===== src/pcs_pkg.sv =====
package pcs_pkg;

   localparam int PEER_SLOTS = 16;
   localparam int IDX_W      = $clog2(PEER_SLOTS);
   localparam int CNT_W      = $clog2(PEER_SLOTS + 1);
   localparam int SLOT_W     = 4;
   localparam int RATE_W     = 32;
   localparam int MAXUP_W    = 8;
   localparam int CMP_W      = (CNT_W > MAXUP_W) ? CNT_W : MAXUP_W;
   localparam logic [MAXUP_W-1:0] MAXUP_RESET = 8'd4;

   typedef enum logic [1:0] {
      CMD_UPDATE  = 2'd0,
      CMD_REMOVE  = 2'd1,
      CMD_TICK    = 2'd2,
      CMD_BALANCE = 2'd3
   } cmd_type;

   typedef enum logic [1:0] {
      SCAN_SLOW     = 2'd0,
      SCAN_FAST_INT = 2'd1,
      SCAN_FAST_ANY = 2'd2
   } scan_type;

   typedef enum logic [3:0] {
      S_IDLE,
      S_BAL,
      S_BSCAN,
      S_BAPPLY,
      S_TICK,
      S_TSCAN1,
      S_TCHK1,
      S_TSCAN2,
      S_TCHK2,
      S_TAPPLY,
      S_FIN
   } state_type;

   typedef struct packed {
      logic     accept;
      logic     scan_start;
      scan_type scan_kind;
      logic     scan_step;
      logic     save_slow;
      logic     rec_valid;
      logic     rec_from_slow;
      logic     push_last;
   } dp_cmd_type;

   typedef struct packed {
      logic    req_valid;
      cmd_type req_cmd;
      logic    free_pos;
      logic    free_neg;
      logic    scan_last;
      logic    best_valid;
      logic    can_record;
      logic    pend_valid;
      logic    out_free;
   } dp_stat_type;

endpackage


===== src/pcs_if.sv =====
interface pcs_req_if;
   logic                      valid;
   logic                      ready;
   logic [1:0]                cmd;
   logic [pcs_pkg::SLOT_W-1:0] slot;
   logic [pcs_pkg::RATE_W-1:0] rate;
   logic                      interested;

   modport source (output valid, cmd, slot, rate, interested, input ready);
   modport sink   (input valid, cmd, slot, rate, interested, output ready);
endinterface

interface pcs_rsp_if;
   logic                      valid;
   logic                      ready;
   logic [pcs_pkg::SLOT_W-1:0] peer_slot;
   logic                      choke;
   logic                      last;

   modport source (output valid, peer_slot, choke, last, input ready);
   modport sink   (input valid, peer_slot, choke, last, output ready);
endinterface

interface pcs_csr_if;
   logic                        valid;
   logic                        ready;
   logic [pcs_pkg::MAXUP_W-1:0] data;

   modport source (output valid, data, input ready);
   modport sink   (input valid, data, output ready);
endinterface


===== src/pcs_datapath.sv =====
module pcs_datapath (
   input  logic                 clock,
   input  logic                 reset,
   pcs_req_if.sink              req_bus,
   pcs_rsp_if.source            rsp_bus,
   pcs_csr_if.sink              csr_bus,
   input  pcs_pkg::dp_cmd_type  ctl,
   output pcs_pkg::dp_stat_type stat
);

   logic [pcs_pkg::PEER_SLOTS-1:0] present_ff, present_in;
   logic [pcs_pkg::PEER_SLOTS-1:0] choked_ff, choked_in;
   logic [pcs_pkg::PEER_SLOTS-1:0] interest_ff, interest_in;
   logic [pcs_pkg::RATE_W-1:0]     rate_ff [pcs_pkg::PEER_SLOTS];
   logic [pcs_pkg::RATE_W-1:0]     rate_in;
   logic [pcs_pkg::MAXUP_W-1:0]    max_up_ff, max_up_in;
   logic [pcs_pkg::CNT_W-1:0]      used_ff, used_in;

   logic [pcs_pkg::IDX_W-1:0]      scan_idx_ff, scan_idx_in;
   logic [pcs_pkg::IDX_W-1:0]      best_idx_ff, best_idx_in;
   logic [pcs_pkg::IDX_W-1:0]      slow_idx_ff, slow_idx_in;
   logic [pcs_pkg::IDX_W-1:0]      pend_idx_ff, pend_idx_in;
   pcs_pkg::scan_type              kind_ff, kind_in;
   logic                           best_valid_ff, best_valid_in;
   logic [pcs_pkg::RATE_W-1:0]     best_rate_ff, best_rate_in;
   logic                           pend_valid_ff, pend_valid_in;
   logic                           pend_choke_ff, pend_choke_in;
   logic                           out_valid_ff, out_valid_in;
   logic [pcs_pkg::SLOT_W-1:0]     out_slot_ff, out_slot_in;
   logic                           out_choke_ff, out_choke_in;
   logic                           out_last_ff, out_last_in;

   logic                           accept;
   logic                           slot_ok;
   logic [pcs_pkg::IDX_W-1:0]      req_idx;
   logic                           wr_upd, wr_rem;
   logic [pcs_pkg::IDX_W-1:0]      rec_idx;
   logic                           rec_choke;
   logic [pcs_pkg::RATE_W-1:0]     cur_rate;
   logic                           cand, better;
   logic                           out_free;

   assign accept  = ctl.accept & req_bus.valid;
   assign req_idx = pcs_pkg::IDX_W'(req_bus.slot);
   assign slot_ok = 32'(req_bus.slot) < 32'(pcs_pkg::PEER_SLOTS);
   assign wr_upd  = accept && (pcs_pkg::cmd_type'(req_bus.cmd) == pcs_pkg::CMD_UPDATE) && slot_ok;
   assign wr_rem  = accept && (pcs_pkg::cmd_type'(req_bus.cmd) == pcs_pkg::CMD_REMOVE) && slot_ok;
   assign rate_in = req_bus.rate;

   assign rec_idx   = ctl.rec_from_slow ? slow_idx_ff : best_idx_ff;
   assign rec_choke = ctl.rec_from_slow | (kind_ff == pcs_pkg::SCAN_SLOW);
   assign out_free  = !out_valid_ff || rsp_bus.ready;

   assign req_bus.ready = ctl.accept;
   assign csr_bus.ready = 1'b1;

   assign rsp_bus.valid     = out_valid_ff;
   assign rsp_bus.peer_slot = out_slot_ff;
   assign rsp_bus.choke     = out_choke_ff;
   assign rsp_bus.last      = out_last_ff;

   assign stat.req_valid  = req_bus.valid;
   assign stat.req_cmd    = pcs_pkg::cmd_type'(req_bus.cmd);
   assign stat.free_pos   = pcs_pkg::CMP_W'(max_up_ff) > pcs_pkg::CMP_W'(used_ff);
   assign stat.free_neg   = pcs_pkg::CMP_W'(max_up_ff) < pcs_pkg::CMP_W'(used_ff);
   assign stat.scan_last  = scan_idx_ff == pcs_pkg::IDX_W'(pcs_pkg::PEER_SLOTS - 1);
   assign stat.best_valid = best_valid_ff;
   assign stat.can_record = !pend_valid_ff || out_free;
   assign stat.pend_valid = pend_valid_ff;
   assign stat.out_free   = out_free;

   // slot table flags and unchoked count
   always_comb begin
      present_in  = present_ff;
      choked_in   = choked_ff;
      interest_in = interest_ff;
      used_in     = used_ff;
      if (wr_upd) begin
         present_in[req_idx]  = 1'b1;
         choked_in[req_idx]   = choked_ff[req_idx] | !present_ff[req_idx];
         interest_in[req_idx] = req_bus.interested;
      end
      if (wr_rem) begin
         present_in[req_idx]  = 1'b0;
         choked_in[req_idx]   = 1'b1;
         interest_in[req_idx] = 1'b0;
         if (present_ff[req_idx] && !choked_ff[req_idx]) begin
            used_in = used_ff - pcs_pkg::CNT_W'(1);
         end
      end
      if (ctl.rec_valid) begin
         choked_in[rec_idx] = rec_choke;
         if (rec_choke) begin
            used_in = used_ff - pcs_pkg::CNT_W'(1);
         end else begin
            used_in = used_ff + pcs_pkg::CNT_W'(1);
         end
      end
   end

   assign max_up_in = csr_bus.valid ? csr_bus.data : max_up_ff;

   // one table entry per cycle; strict compares keep the lower slot on ties
   assign cur_rate = rate_ff[scan_idx_ff];

   always_comb begin
      unique case (kind_ff)
         pcs_pkg::SCAN_SLOW: begin
            cand   = present_ff[scan_idx_ff] & !choked_ff[scan_idx_ff];
            better = !best_valid_ff || (cur_rate < best_rate_ff);
         end
         pcs_pkg::SCAN_FAST_INT: begin
            cand   = present_ff[scan_idx_ff] & choked_ff[scan_idx_ff]
                     & interest_ff[scan_idx_ff];
            better = !best_valid_ff || (cur_rate > best_rate_ff);
         end
         pcs_pkg::SCAN_FAST_ANY: begin
            cand   = present_ff[scan_idx_ff] & choked_ff[scan_idx_ff];
            better = !best_valid_ff || (cur_rate > best_rate_ff);
         end
         default: begin
            cand   = 1'b0;
            better = 1'b0;
         end
      endcase
   end

   always_comb begin
      scan_idx_in   = scan_idx_ff;
      best_idx_in   = best_idx_ff;
      best_valid_in = best_valid_ff;
      best_rate_in  = best_rate_ff;
      kind_in       = kind_ff;
      slow_idx_in   = slow_idx_ff;
      if (ctl.scan_start) begin
         scan_idx_in   = '0;
         best_valid_in = 1'b0;
         kind_in       = ctl.scan_kind;
      end else if (ctl.scan_step) begin
         scan_idx_in = scan_idx_ff + pcs_pkg::IDX_W'(1);
         if (cand && better) begin
            best_idx_in   = scan_idx_ff;
            best_rate_in  = cur_rate;
            best_valid_in = 1'b1;
         end
      end
      if (ctl.save_slow) begin
         slow_idx_in = best_idx_ff;
      end
   end

   // one change is held back so the last flag is known when it goes out
   always_comb begin
      pend_valid_in = pend_valid_ff;
      pend_idx_in   = pend_idx_ff;
      pend_choke_in = pend_choke_ff;
      out_valid_in  = out_valid_ff && !rsp_bus.ready;
      out_slot_in   = out_slot_ff;
      out_choke_in  = out_choke_ff;
      out_last_in   = out_last_ff;
      if (ctl.rec_valid) begin
         if (pend_valid_ff) begin
            out_valid_in = 1'b1;
            out_slot_in  = pcs_pkg::SLOT_W'(pend_idx_ff);
            out_choke_in = pend_choke_ff;
            out_last_in  = 1'b0;
         end
         pend_valid_in = 1'b1;
         pend_idx_in   = rec_idx;
         pend_choke_in = rec_choke;
      end else if (ctl.push_last) begin
         out_valid_in  = 1'b1;
         out_slot_in   = pcs_pkg::SLOT_W'(pend_idx_ff);
         out_choke_in  = pend_choke_ff;
         out_last_in   = 1'b1;
         pend_valid_in = 1'b0;
      end
   end

   always_ff @(posedge clock) begin
      if (reset) begin
         present_ff    <= '0;
         choked_ff     <= '1;
         interest_ff   <= '0;
         max_up_ff     <= pcs_pkg::MAXUP_RESET;
         used_ff       <= '0;
         best_valid_ff <= 1'b0;
         pend_valid_ff <= 1'b0;
         out_valid_ff  <= 1'b0;
      end else begin
         present_ff    <= present_in;
         choked_ff     <= choked_in;
         interest_ff   <= interest_in;
         max_up_ff     <= max_up_in;
         used_ff       <= used_in;
         best_valid_ff <= best_valid_in;
         pend_valid_ff <= pend_valid_in;
         out_valid_ff  <= out_valid_in;
      end
   end

   always_ff @(posedge clock) begin
      scan_idx_ff  <= scan_idx_in;
      best_idx_ff  <= best_idx_in;
      best_rate_ff <= best_rate_in;
      kind_ff      <= kind_in;
      slow_idx_ff  <= slow_idx_in;
      pend_idx_ff  <= pend_idx_in;
      pend_choke_ff <= pend_choke_in;
      out_slot_ff  <= out_slot_in;
      out_choke_ff <= out_choke_in;
      out_last_ff  <= out_last_in;
      if (wr_upd) begin
         rate_ff[req_idx] <= rate_in;
      end
   end

endmodule


===== src/pcs_controller.sv =====
module pcs_controller (
   input  logic                 clock,
   input  logic                 reset,
   input  pcs_pkg::dp_stat_type stat,
   output pcs_pkg::dp_cmd_type  ctl
);

   pcs_pkg::state_type state_ff, state_in;

   always_comb begin
      state_in = state_ff;
      unique case (state_ff)
         pcs_pkg::S_IDLE: begin
            if (stat.req_valid) begin
               unique case (stat.req_cmd)
                  pcs_pkg::CMD_UPDATE:  state_in = pcs_pkg::S_IDLE;
                  pcs_pkg::CMD_REMOVE:  state_in = pcs_pkg::S_BAL;
                  pcs_pkg::CMD_TICK:    state_in = pcs_pkg::S_TICK;
                  pcs_pkg::CMD_BALANCE: state_in = pcs_pkg::S_BAL;
                  default:              state_in = pcs_pkg::S_IDLE;
               endcase
            end
         end
         pcs_pkg::S_BAL: begin
            if (stat.free_pos || stat.free_neg) begin
               state_in = pcs_pkg::S_BSCAN;
            end else begin
               state_in = pcs_pkg::S_FIN;
            end
         end
         pcs_pkg::S_BSCAN: begin
            if (stat.scan_last) state_in = pcs_pkg::S_BAPPLY;
         end
         pcs_pkg::S_BAPPLY: begin
            if (!stat.best_valid) begin
               state_in = pcs_pkg::S_FIN;
            end else if (stat.can_record) begin
               state_in = pcs_pkg::S_BAL;
            end
         end
         pcs_pkg::S_TICK: begin
            state_in = stat.free_pos ? pcs_pkg::S_FIN : pcs_pkg::S_TSCAN1;
         end
         pcs_pkg::S_TSCAN1: begin
            if (stat.scan_last) state_in = pcs_pkg::S_TCHK1;
         end
         pcs_pkg::S_TCHK1: begin
            state_in = stat.best_valid ? pcs_pkg::S_TSCAN2 : pcs_pkg::S_FIN;
         end
         pcs_pkg::S_TSCAN2: begin
            if (stat.scan_last) state_in = pcs_pkg::S_TCHK2;
         end
         pcs_pkg::S_TCHK2: begin
            if (!stat.best_valid) begin
               state_in = pcs_pkg::S_FIN;
            end else if (stat.can_record) begin
               state_in = pcs_pkg::S_TAPPLY;
            end
         end
         pcs_pkg::S_TAPPLY: begin
            if (stat.can_record) state_in = pcs_pkg::S_FIN;
         end
         pcs_pkg::S_FIN: begin
            if (!stat.pend_valid || stat.out_free) state_in = pcs_pkg::S_IDLE;
         end
         default: state_in = pcs_pkg::S_IDLE;
      endcase
   end

   always_comb begin
      ctl = '0;
      ctl.scan_kind = pcs_pkg::SCAN_SLOW;
      unique case (state_ff)
         pcs_pkg::S_IDLE: ctl.accept = 1'b1;
         pcs_pkg::S_BAL: begin
            ctl.scan_start = stat.free_pos || stat.free_neg;
            ctl.scan_kind  = stat.free_pos ? pcs_pkg::SCAN_FAST_INT : pcs_pkg::SCAN_SLOW;
         end
         pcs_pkg::S_BSCAN:  ctl.scan_step = 1'b1;
         pcs_pkg::S_BAPPLY: ctl.rec_valid = stat.best_valid && stat.can_record;
         pcs_pkg::S_TICK:   ctl.scan_start = !stat.free_pos;
         pcs_pkg::S_TSCAN1: ctl.scan_step = 1'b1;
         pcs_pkg::S_TCHK1: begin
            ctl.save_slow  = stat.best_valid;
            ctl.scan_start = stat.best_valid;
            ctl.scan_kind  = pcs_pkg::SCAN_FAST_ANY;
         end
         pcs_pkg::S_TSCAN2: ctl.scan_step = 1'b1;
         pcs_pkg::S_TCHK2: begin
            ctl.rec_valid     = stat.best_valid && stat.can_record;
            ctl.rec_from_slow = 1'b1;
         end
         pcs_pkg::S_TAPPLY: ctl.rec_valid = stat.can_record;
         pcs_pkg::S_FIN:    ctl.push_last = stat.pend_valid && stat.out_free;
         default: ;
      endcase
   end

   always_ff @(posedge clock) begin
      if (reset) begin
         state_ff <= pcs_pkg::S_IDLE;
      end else begin
         state_ff <= state_in;
      end
   end

endmodule


===== src/peer_choke_scheduler.sv =====
// Choke scheduler over a table of PEER_SLOTS peer slots. A req word updates a
// slot (no rsp words), removes a slot and rebalances, rebalances, or runs a
// choke-cycle tick; each rsp word is one choke change, with last set on the
// final change of that req. Peer selection walks the slot table one entry
// per clock, so each pick is a walk over all PEER_SLOTS slots: a rebalance
// walks once per change made and once more if it stops with no candidate, a
// tick walks up to twice, an update not at all. One req is worked on at a
// time; rsp words sit in a held-back register and an output register, so a
// slow consumer only stalls the walk when both are full and a further change
// is ready. Write max_uploads on the csr port only while no req is in progress.
module peer_choke_scheduler (
   input logic       clock,
   input logic       reset,
   pcs_req_if.sink   req_bus,
   pcs_rsp_if.source rsp_bus,
   pcs_csr_if.sink   csr_bus
);

   pcs_pkg::dp_cmd_type  ctl;
   pcs_pkg::dp_stat_type stat;

   pcs_controller u_ctrl (
      .clock (clock),
      .reset (reset),
      .stat  (stat),
      .ctl   (ctl)
   );

   pcs_datapath u_dp (
      .clock   (clock),
      .reset   (reset),
      .req_bus (req_bus),
      .rsp_bus (rsp_bus),
      .csr_bus (csr_bus),
      .ctl     (ctl),
      .stat    (stat)
   );

endmodule


===== src/flat_wrapper.sv =====
// flat-port wrapper written by rule: the top's interface ports become plain ports
module peer_choke_scheduler_flat 
  (clock, reset, req_bus_valid, req_bus_cmd, req_bus_slot, req_bus_rate, req_bus_interested, req_bus_ready, rsp_bus_valid, rsp_bus_peer_slot, rsp_bus_choke, rsp_bus_last, rsp_bus_ready, csr_bus_valid, csr_bus_data, csr_bus_ready);
  pcs_req_if req_bus_i ();
  pcs_rsp_if rsp_bus_i ();
  pcs_csr_if csr_bus_i ();
  input logic clock;
  input logic reset;
  input wire logic [$bits(req_bus_i.valid)-1:0] req_bus_valid;
  input wire logic [$bits(req_bus_i.cmd)-1:0] req_bus_cmd;
  input wire logic [$bits(req_bus_i.slot)-1:0] req_bus_slot;
  input wire logic [$bits(req_bus_i.rate)-1:0] req_bus_rate;
  input wire logic [$bits(req_bus_i.interested)-1:0] req_bus_interested;
  output wire logic [$bits(req_bus_i.ready)-1:0] req_bus_ready;
  output wire logic [$bits(rsp_bus_i.valid)-1:0] rsp_bus_valid;
  output wire logic [$bits(rsp_bus_i.peer_slot)-1:0] rsp_bus_peer_slot;
  output wire logic [$bits(rsp_bus_i.choke)-1:0] rsp_bus_choke;
  output wire logic [$bits(rsp_bus_i.last)-1:0] rsp_bus_last;
  input wire logic [$bits(rsp_bus_i.ready)-1:0] rsp_bus_ready;
  input wire logic [$bits(csr_bus_i.valid)-1:0] csr_bus_valid;
  input wire logic [$bits(csr_bus_i.data)-1:0] csr_bus_data;
  output wire logic [$bits(csr_bus_i.ready)-1:0] csr_bus_ready;
  assign req_bus_i.valid = req_bus_valid;
  assign req_bus_i.cmd = req_bus_cmd;
  assign req_bus_i.slot = req_bus_slot;
  assign req_bus_i.rate = req_bus_rate;
  assign req_bus_i.interested = req_bus_interested;
  assign req_bus_ready = req_bus_i.ready;
  assign rsp_bus_valid = rsp_bus_i.valid;
  assign rsp_bus_peer_slot = rsp_bus_i.peer_slot;
  assign rsp_bus_choke = rsp_bus_i.choke;
  assign rsp_bus_last = rsp_bus_i.last;
  assign rsp_bus_i.ready = rsp_bus_ready;
  assign csr_bus_i.valid = csr_bus_valid;
  assign csr_bus_i.data = csr_bus_data;
  assign csr_bus_ready = csr_bus_i.ready;
  peer_choke_scheduler u_core (.clock(clock), .reset(reset), .req_bus(req_bus_i), .rsp_bus(rsp_bus_i), .csr_bus(csr_bus_i));
endmodule

===== config.mk =====
export PLATFORM = sky130hd
export DESIGN_NAME = peer_choke_scheduler_flat
export DESIGN_NICKNAME = d
export VERILOG_FILES = /design/src/pcs_pkg.sv /design/src/pcs_if.sv /design/src/pcs_datapath.sv /design/src/pcs_controller.sv /design/src/peer_choke_scheduler.sv /design/src/flat_wrapper.sv
export SDC_FILE = /design/constraint.sdc
export NUM_CORES = 1
export LEC_CHECK = 0
export ABC_AREA = 1
export BUFFER_PORTS_ARGS = -buffer_cell sky130_fd_sc_hd__buf_2
export CORE_MARGIN = 2
export CORE_UTILIZATION = 45
export CTS_BUF_LIST = sky130_fd_sc_hd__clkbuf_4
export DETAILED_ROUTE_END_ITERATION = 10
export MAX_ROUTING_LAYER = met4
export PLACE_DENSITY = 0.7
export SLEW_MARGIN = 20
export SYNTH_ARGS = -nofsm -noshare
export SYNTH_HDL_FRONTEND = slang
export SYNTH_SLANG_ARGS = --single-unit

===== constraint.sdc =====
create_clock -name clock -period 6 [get_ports clock]
set_input_delay 0.9 -clock clock [delete_from_list [all_inputs] [get_ports clock]]
set_output_delay 0.9 -clock clock [all_outputs]
set_load 0.02 [all_outputs]

Yosys cells after proc, flatten, opt, wreduce, memory -nomap -nowiden
Memories as Yosys holds them, arrays and structs flattened. A register that Yosys moved wholly into a read port is not among the register bits.
Cells that the tools add are included.
Widths: inputs -> output; s select.
Word-level totals
  register bits after elaboration: 125
  RAM bits: 512
  input port bits: 52
  output and inout bits: 9
  logic and storage cells: 180
  memories: 1
Cells by class
  add/subtract/negate cells: 3
  magnitude comparators: 9
  equality and inequality tests: 25
  muxes and demuxes: 73
  bitwise logic cells: 12
  reductions and logical operators: 38
Memories
  u_core.u_dp.rate_ff: words 16, bits a word 32, rd ports 1, clocked after memory_dff 1, wr ports 1, RTL line pcs_datapath.sv:14  | logic [pcs_pkg::RATE_W-1:0] rate_ff [pcs_pkg::PEER_SLOTS];
Operator list (number)
  $mux 16: 7
  $mux 4: 19
  $bwmux 16: 3
  $pmux 4 s11: 1
  $and 16x16->16: 2
  $gt 32x32->1: 1
  $lt 32x32->1: 1
  $or 16x16->16: 2
  $mux 1: 26
  $bmux 1 s4: 5
  $mux 5: 4
  $eq 4x3->1 const B: 4
  $eq 4x4->1 const B: 4
  $not 16->16: 1
  $lt 4x5->1 const B: 3
  $pmux 4 s3: 1
  $logic_and 1x1->1: 9
  $demux 1 s4: 2
  $eq 4x2->1 const B: 2
  $ge 4x1->1 const B: 2
  $gt 8x5->1: 1
  $logic_not 1->1: 8
  $lt 8x5->1: 1
  $ne 2x2->1 const B: 4
  23 further kinds: 47

Longest topological paths before layout
  depth in word-level cells: 10
  gate-level depth with buffers: 24

Modules after synthesis
From an unflattened synthesis, not the netlist that was laid out.
Second synthesis, totals
  cell total of the unflattened synthesis: 2335
  area total of the unflattened synthesis: 27686.6 um^2
Modules (own cells, without submodules)
  pcs_datapath: times used 1, cells each 2238, area each 27161.0 um^2
  pcs_controller: times used 1, cells each 97, area each 525.5 um^2

Least setup slack after synthesis
Ideal clock, no wire load.
  path type: reg2reg
  start point: reg with a tool-made name
  end point: reg u_core.u_dp.best_idx_ff[0] in the netlist's numbering, enable pin
  arrival time: 3983 ps
  required time: 5570 ps
  path slack: 1588 ps
  cell stages (with the launch flop): 17
  path buffers: 3
  clock period less this slack: 4412 ps
  cells stage by stage: dfxtp_1 buf_2 buf_2 buf_4 mux2i_1 o21ai_0 o211ai_1 nand2_1 ha_1 nand2_1 nor2_1 nand3_1 nor3b_1 nand2_1 a21oi_1 nor2_1 nor2_1
RTL lines
  end signal: assignment: RTL line pcs_datapath.sv:204  | best_idx_ff <= best_idx_in;
  end: declaration: RTL line pcs_datapath.sv:20  | logic [pcs_pkg::IDX_W-1:0] best_idx_ff, best_idx_in;

==> impl_metrics.toml <==
[route]
drt-total-wl_um = 66700
drc = 0
drt_iter0_markers = 1697
wl_per_cell_um = 19.5
first_pass_iters = 7
vias = 18500
ant_nets = 0
vias_per_cell = 5.41

[global_route]
grtUsageTotal_pct = 21.6
grt_pass1_vias = 18200
gr-total-overflow = 0
antenna_found_initial = 5
grt_start_max_net_pins = 81
grt_pass1_wl_um = 102000

[pwr]
swShare_pct = 30.3
vdd_drop_max_uv = 223
pwr-share-comb_pct = 21.8
power.leakage_nw = 11.7
p_total_mw = 11.2
p_sw_mw = 3.40
pwr_density_cell_nw_per_um2 = 362
power_frac_seq_pct = 45.4
clock_power_share_pct = 32.8
p_int_mw = 7.83

[sta]
finalHoldViolCount = 0
relSlewSlack_pct = 28.6
setup_violations = 0
grt_setup_unrepaired = "false"
hold_ws_ns = 0.151
fmax_ghz = 0.238
finalSetupTns_ns = 0
tightest_slew_ns = 1.07
period_share_pct = 70.1
min_period_ns = 4.21
maxSlewViolCount = 0
fin_skew_ns = 0.0619

[logic_synthesis]
ys_ff_latch = 641
syn-num-nets = 2478
synth_edf_count = 565
yosysSeqAreaShare_pct = 66.4
yosysMostFrequentCell = "edfxtp_1"
synth_top_area_share_pct = 61.0
synth_warnings = 0
synth.distinct_cells = 48
yosys.area.top_type = "edfxtp_1"
syn-instance-count = 2382
ys_top_cells_by_area = "edfxtp_1 (61%), dfxtp_1 (5.5%), nand2_1 (4.7%)"
synth.top_cells.by_count = "edfxtp_1 (565), nand2_1 (347), inv_1 (261)"
synth_ff_type = "edfxtp_1"
netlist_area_um2 = 27800
avgSynthCellArea_um2 = 11.7
synthArstFlopShare_pct = 0

[cells_and_area]
stdcell_count = 3424
synthToLayoutAreaGrowth_pct = 11.4
final_layout_size_suffix_gt1_share_pct = 15.3
layout.nets = 2616

[clocking]
cts_sinks = 641
cts-buffers-inserted = 159
root_buffer = "clkbuf_4"
cts_resized = 0
max-clock-path-buffers = 3
htree_levels = 4
path_clk_slew_ns = 0.07
cts_tree = "done"
postCtsSetupBuffers = 0
ctsHoldBuffers = 0
clk-insertion-delay-late_ns = 0.97

[placement]
finalWeightedCongestion = 0.902
hpwl_um = 38500
port_buffers = 59
dpl.cell_count = 3149

[floorplanning]
initial_core_util_pct = 45.3
die-height_um = 253
top_level_ports = 61
die_w_um = 253
num_rows = 91
die_area_um2 = 63900
coreArea_um2 = 61500

[min_path]
hold_path_class = "in2reg"
holdPathStages = 3

[job]
maxCapViolCount = 0

[critical_path]
cp_max_fo = 60
end_kind = "flip-flop"
reg2regPathDepth = 16
start_kind = "flip-flop"
crit_required_ns = 6.60
worstSetupPathType = "reg2reg"
worst_ep_arrival_time_ns = 4.80

[status]
status = "completed"
[layout make-up]
cell class / instances / area, um^2
Multi-Input combinational cell: 1347 / 7800
Inverter: 279 / 1060
Fill cell: 5314 / 30500
Antenna cell: 5 / 12.5
Clock buffer: 233 / 1750
Sequential cell: 641 / 18500
Tap cell: 790 / 988
Timing Repair Buffer: 92 / 618
Clock inverter: 37 / 289
[state kept, by name (all words and copies together) (netlist names), 2 cells and up, named ones only]
register / flops
u_core.u_dp.used_ff: 5
u_core.u_dp.choked_ff: 16
u_core.u_dp.rsp_bus.peer_slot: 4
u_core.u_dp.present_ff: 16
u_core.u_dp.kind_ff: 2
u_core.u_ctrl.state_ff: 4
u_core.u_dp.pend_idx_ff: 4
u_core.u_dp.rate_ff: 512
u_core.u_dp.best_rate_ff: 32
u_core.u_dp.interest_ff: 16
u_core.u_dp.scan_idx_ff: 4
u_core.u_dp.max_up_ff: 8
u_core.u_dp.slow_idx_ff: 4
u_core.u_dp.best_idx_ff: 4
[per-stage QoR]
stage / cell area, um^2 / setup slack, ns / util, %
after floorplan: 27800 / 1.59 / -
after global placement: 29000 / 1.91 / 47.1
after detailed placement: 29000 / 1.82 / 47.1
after CTS: 31000 / 1.77 / 50.4
after global routing: 31000 / 1.40 / 50.4
final: 31000 / 1.79 / 50.4
[power by group through the flow]
stage	clock [mW]	sequential, mW	combinational, mW
after floorplan	0	5.09	1.90
after global placement	0	5.18	2.39
after detailed placement	0	5.19	2.43
after CTS	3.77	5.09	2.44
after global routing	3.99	5.10	2.74
final	3.69	5.09	2.45
[kinds of logic (layout without fill, tap and decap cells)]
| group | after synthesis | in the layout | share of synthesized area (%) |
|---|---|---|---|
| AO/OA/AOI/OAI | 548 | 548 | 11.4 |
| XOR/XNOR | 7 | 7 | 0.220 |
| adder cells (fa/ha/maj) | 44 | 44 | 1.98 |
| other | 1 | 6 | 0.0135 |
| AND/OR/NAND/NOR | 619 | 619 | 9.61 |
| flip-flops | 641 | 641 | 66.4 |
| buffers and inverters | 394 | 641 | 5.81 |
| multiplexers | 128 | 128 | 4.60 |
[critical path, stage by stage (launching register included)]
cell	delay (ns)
dfxtp_4	0.85
buf_12	0.35
a21oi_1	0.11
o21ai_0	0.13
o21ai_0	0.11
o211ai_1	0.19
nand2_1	0.18
ha_1	0.32
nand2_1	0.08
nor2_1	0.14
nand3_1	0.11
nor3b_1	0.26
nand2_1	0.12
a21oi_1	0.14
nor2_1	0.09
nor2_4	0.18
buf_4	0.42
[metal layers]
layer | wire length, um | global-route usage (%) | vias to the layer above
li1 | - | - | 8819
met1 | 28500 | 27.5 | 8841
met2 | 31900 | 33.8 | 728
met3 | 4620 | 4.84 | 130
met4 | 1640 | 8.40 | 0
met5 | 0 | - | -
[path summary, 6_finish.rpt]
check	end	slack, ns	from
worst min-delay path	u_core.u_dp.max_up_ff[4]	0.15	csr_bus_data[4]
worst max-delay path	u_core.u_dp.best_rate_ff[29]	1.79	flip-flop
worst min register to register	u_core.u_dp.rsp_bus.choke	0.42	u_core.u_dp.pend_choke_ff
worst max register to register	u_core.u_dp.best_rate_ff[29]	1.79	flip-flop
[layout by cell type (no fill, tap or decap), types with 2 or more instances in the layout]
| master | synthesis | routed |
|---|---|---|
| a211oi_1 | 16 | 16 |
| a21oi_1 | 175 | 175 |
| a31oi_1 | 12 | 12 |
| and2_1 | 7 | 7 |
| buf_12 | 0 | 6 |
| buf_2 | 26 | 59 |
| buf_4 | 12 | 27 |
| bufinv_16 | 0 | 5 |
| clkbuf_4 | 0 | 233 |
| clkinv_1 | 3 | 25 |
| clkinv_2 | 0 | 4 |
| clkinv_4 | 1 | 3 |
| dfxtp_1 | 76 | 72 |
| dfxtp_4 | 0 | 3 |
| diode_2 | 0 | 5 |
| edfxtp_1 | 565 | 565 |
| ha_1 | 44 | 44 |
| inv_1 | 261 | 255 |
| inv_2 | 13 | 21 |
| inv_4 | 1 | 2 |
| mux2i_1 | 128 | 128 |
| nand2_1 | 347 | 347 |
| nand2_2 | 8 | 8 |
| nand2_4 | 4 | 4 |
| nand3_1 | 95 | 95 |
| nand3_4 | 2 | 2 |
| nand4_1 | 4 | 4 |
| nor2_1 | 127 | 119 |
| nor2_2 | 3 | 2 |
| nor2_4 | 7 | 16 |
| nor3_1 | 6 | 6 |
| nor3_4 | 3 | 3 |
| o211ai_1 | 129 | 129 |
| o21ai_0 | 194 | 194 |
| o21ai_1 | 6 | 6 |
| o21bai_1 | 3 | 3 |
| o22ai_1 | 8 | 8 |
| xor2_1 | 6 | 6 |
Note: power is estimated with default switching activity, not from simulation.
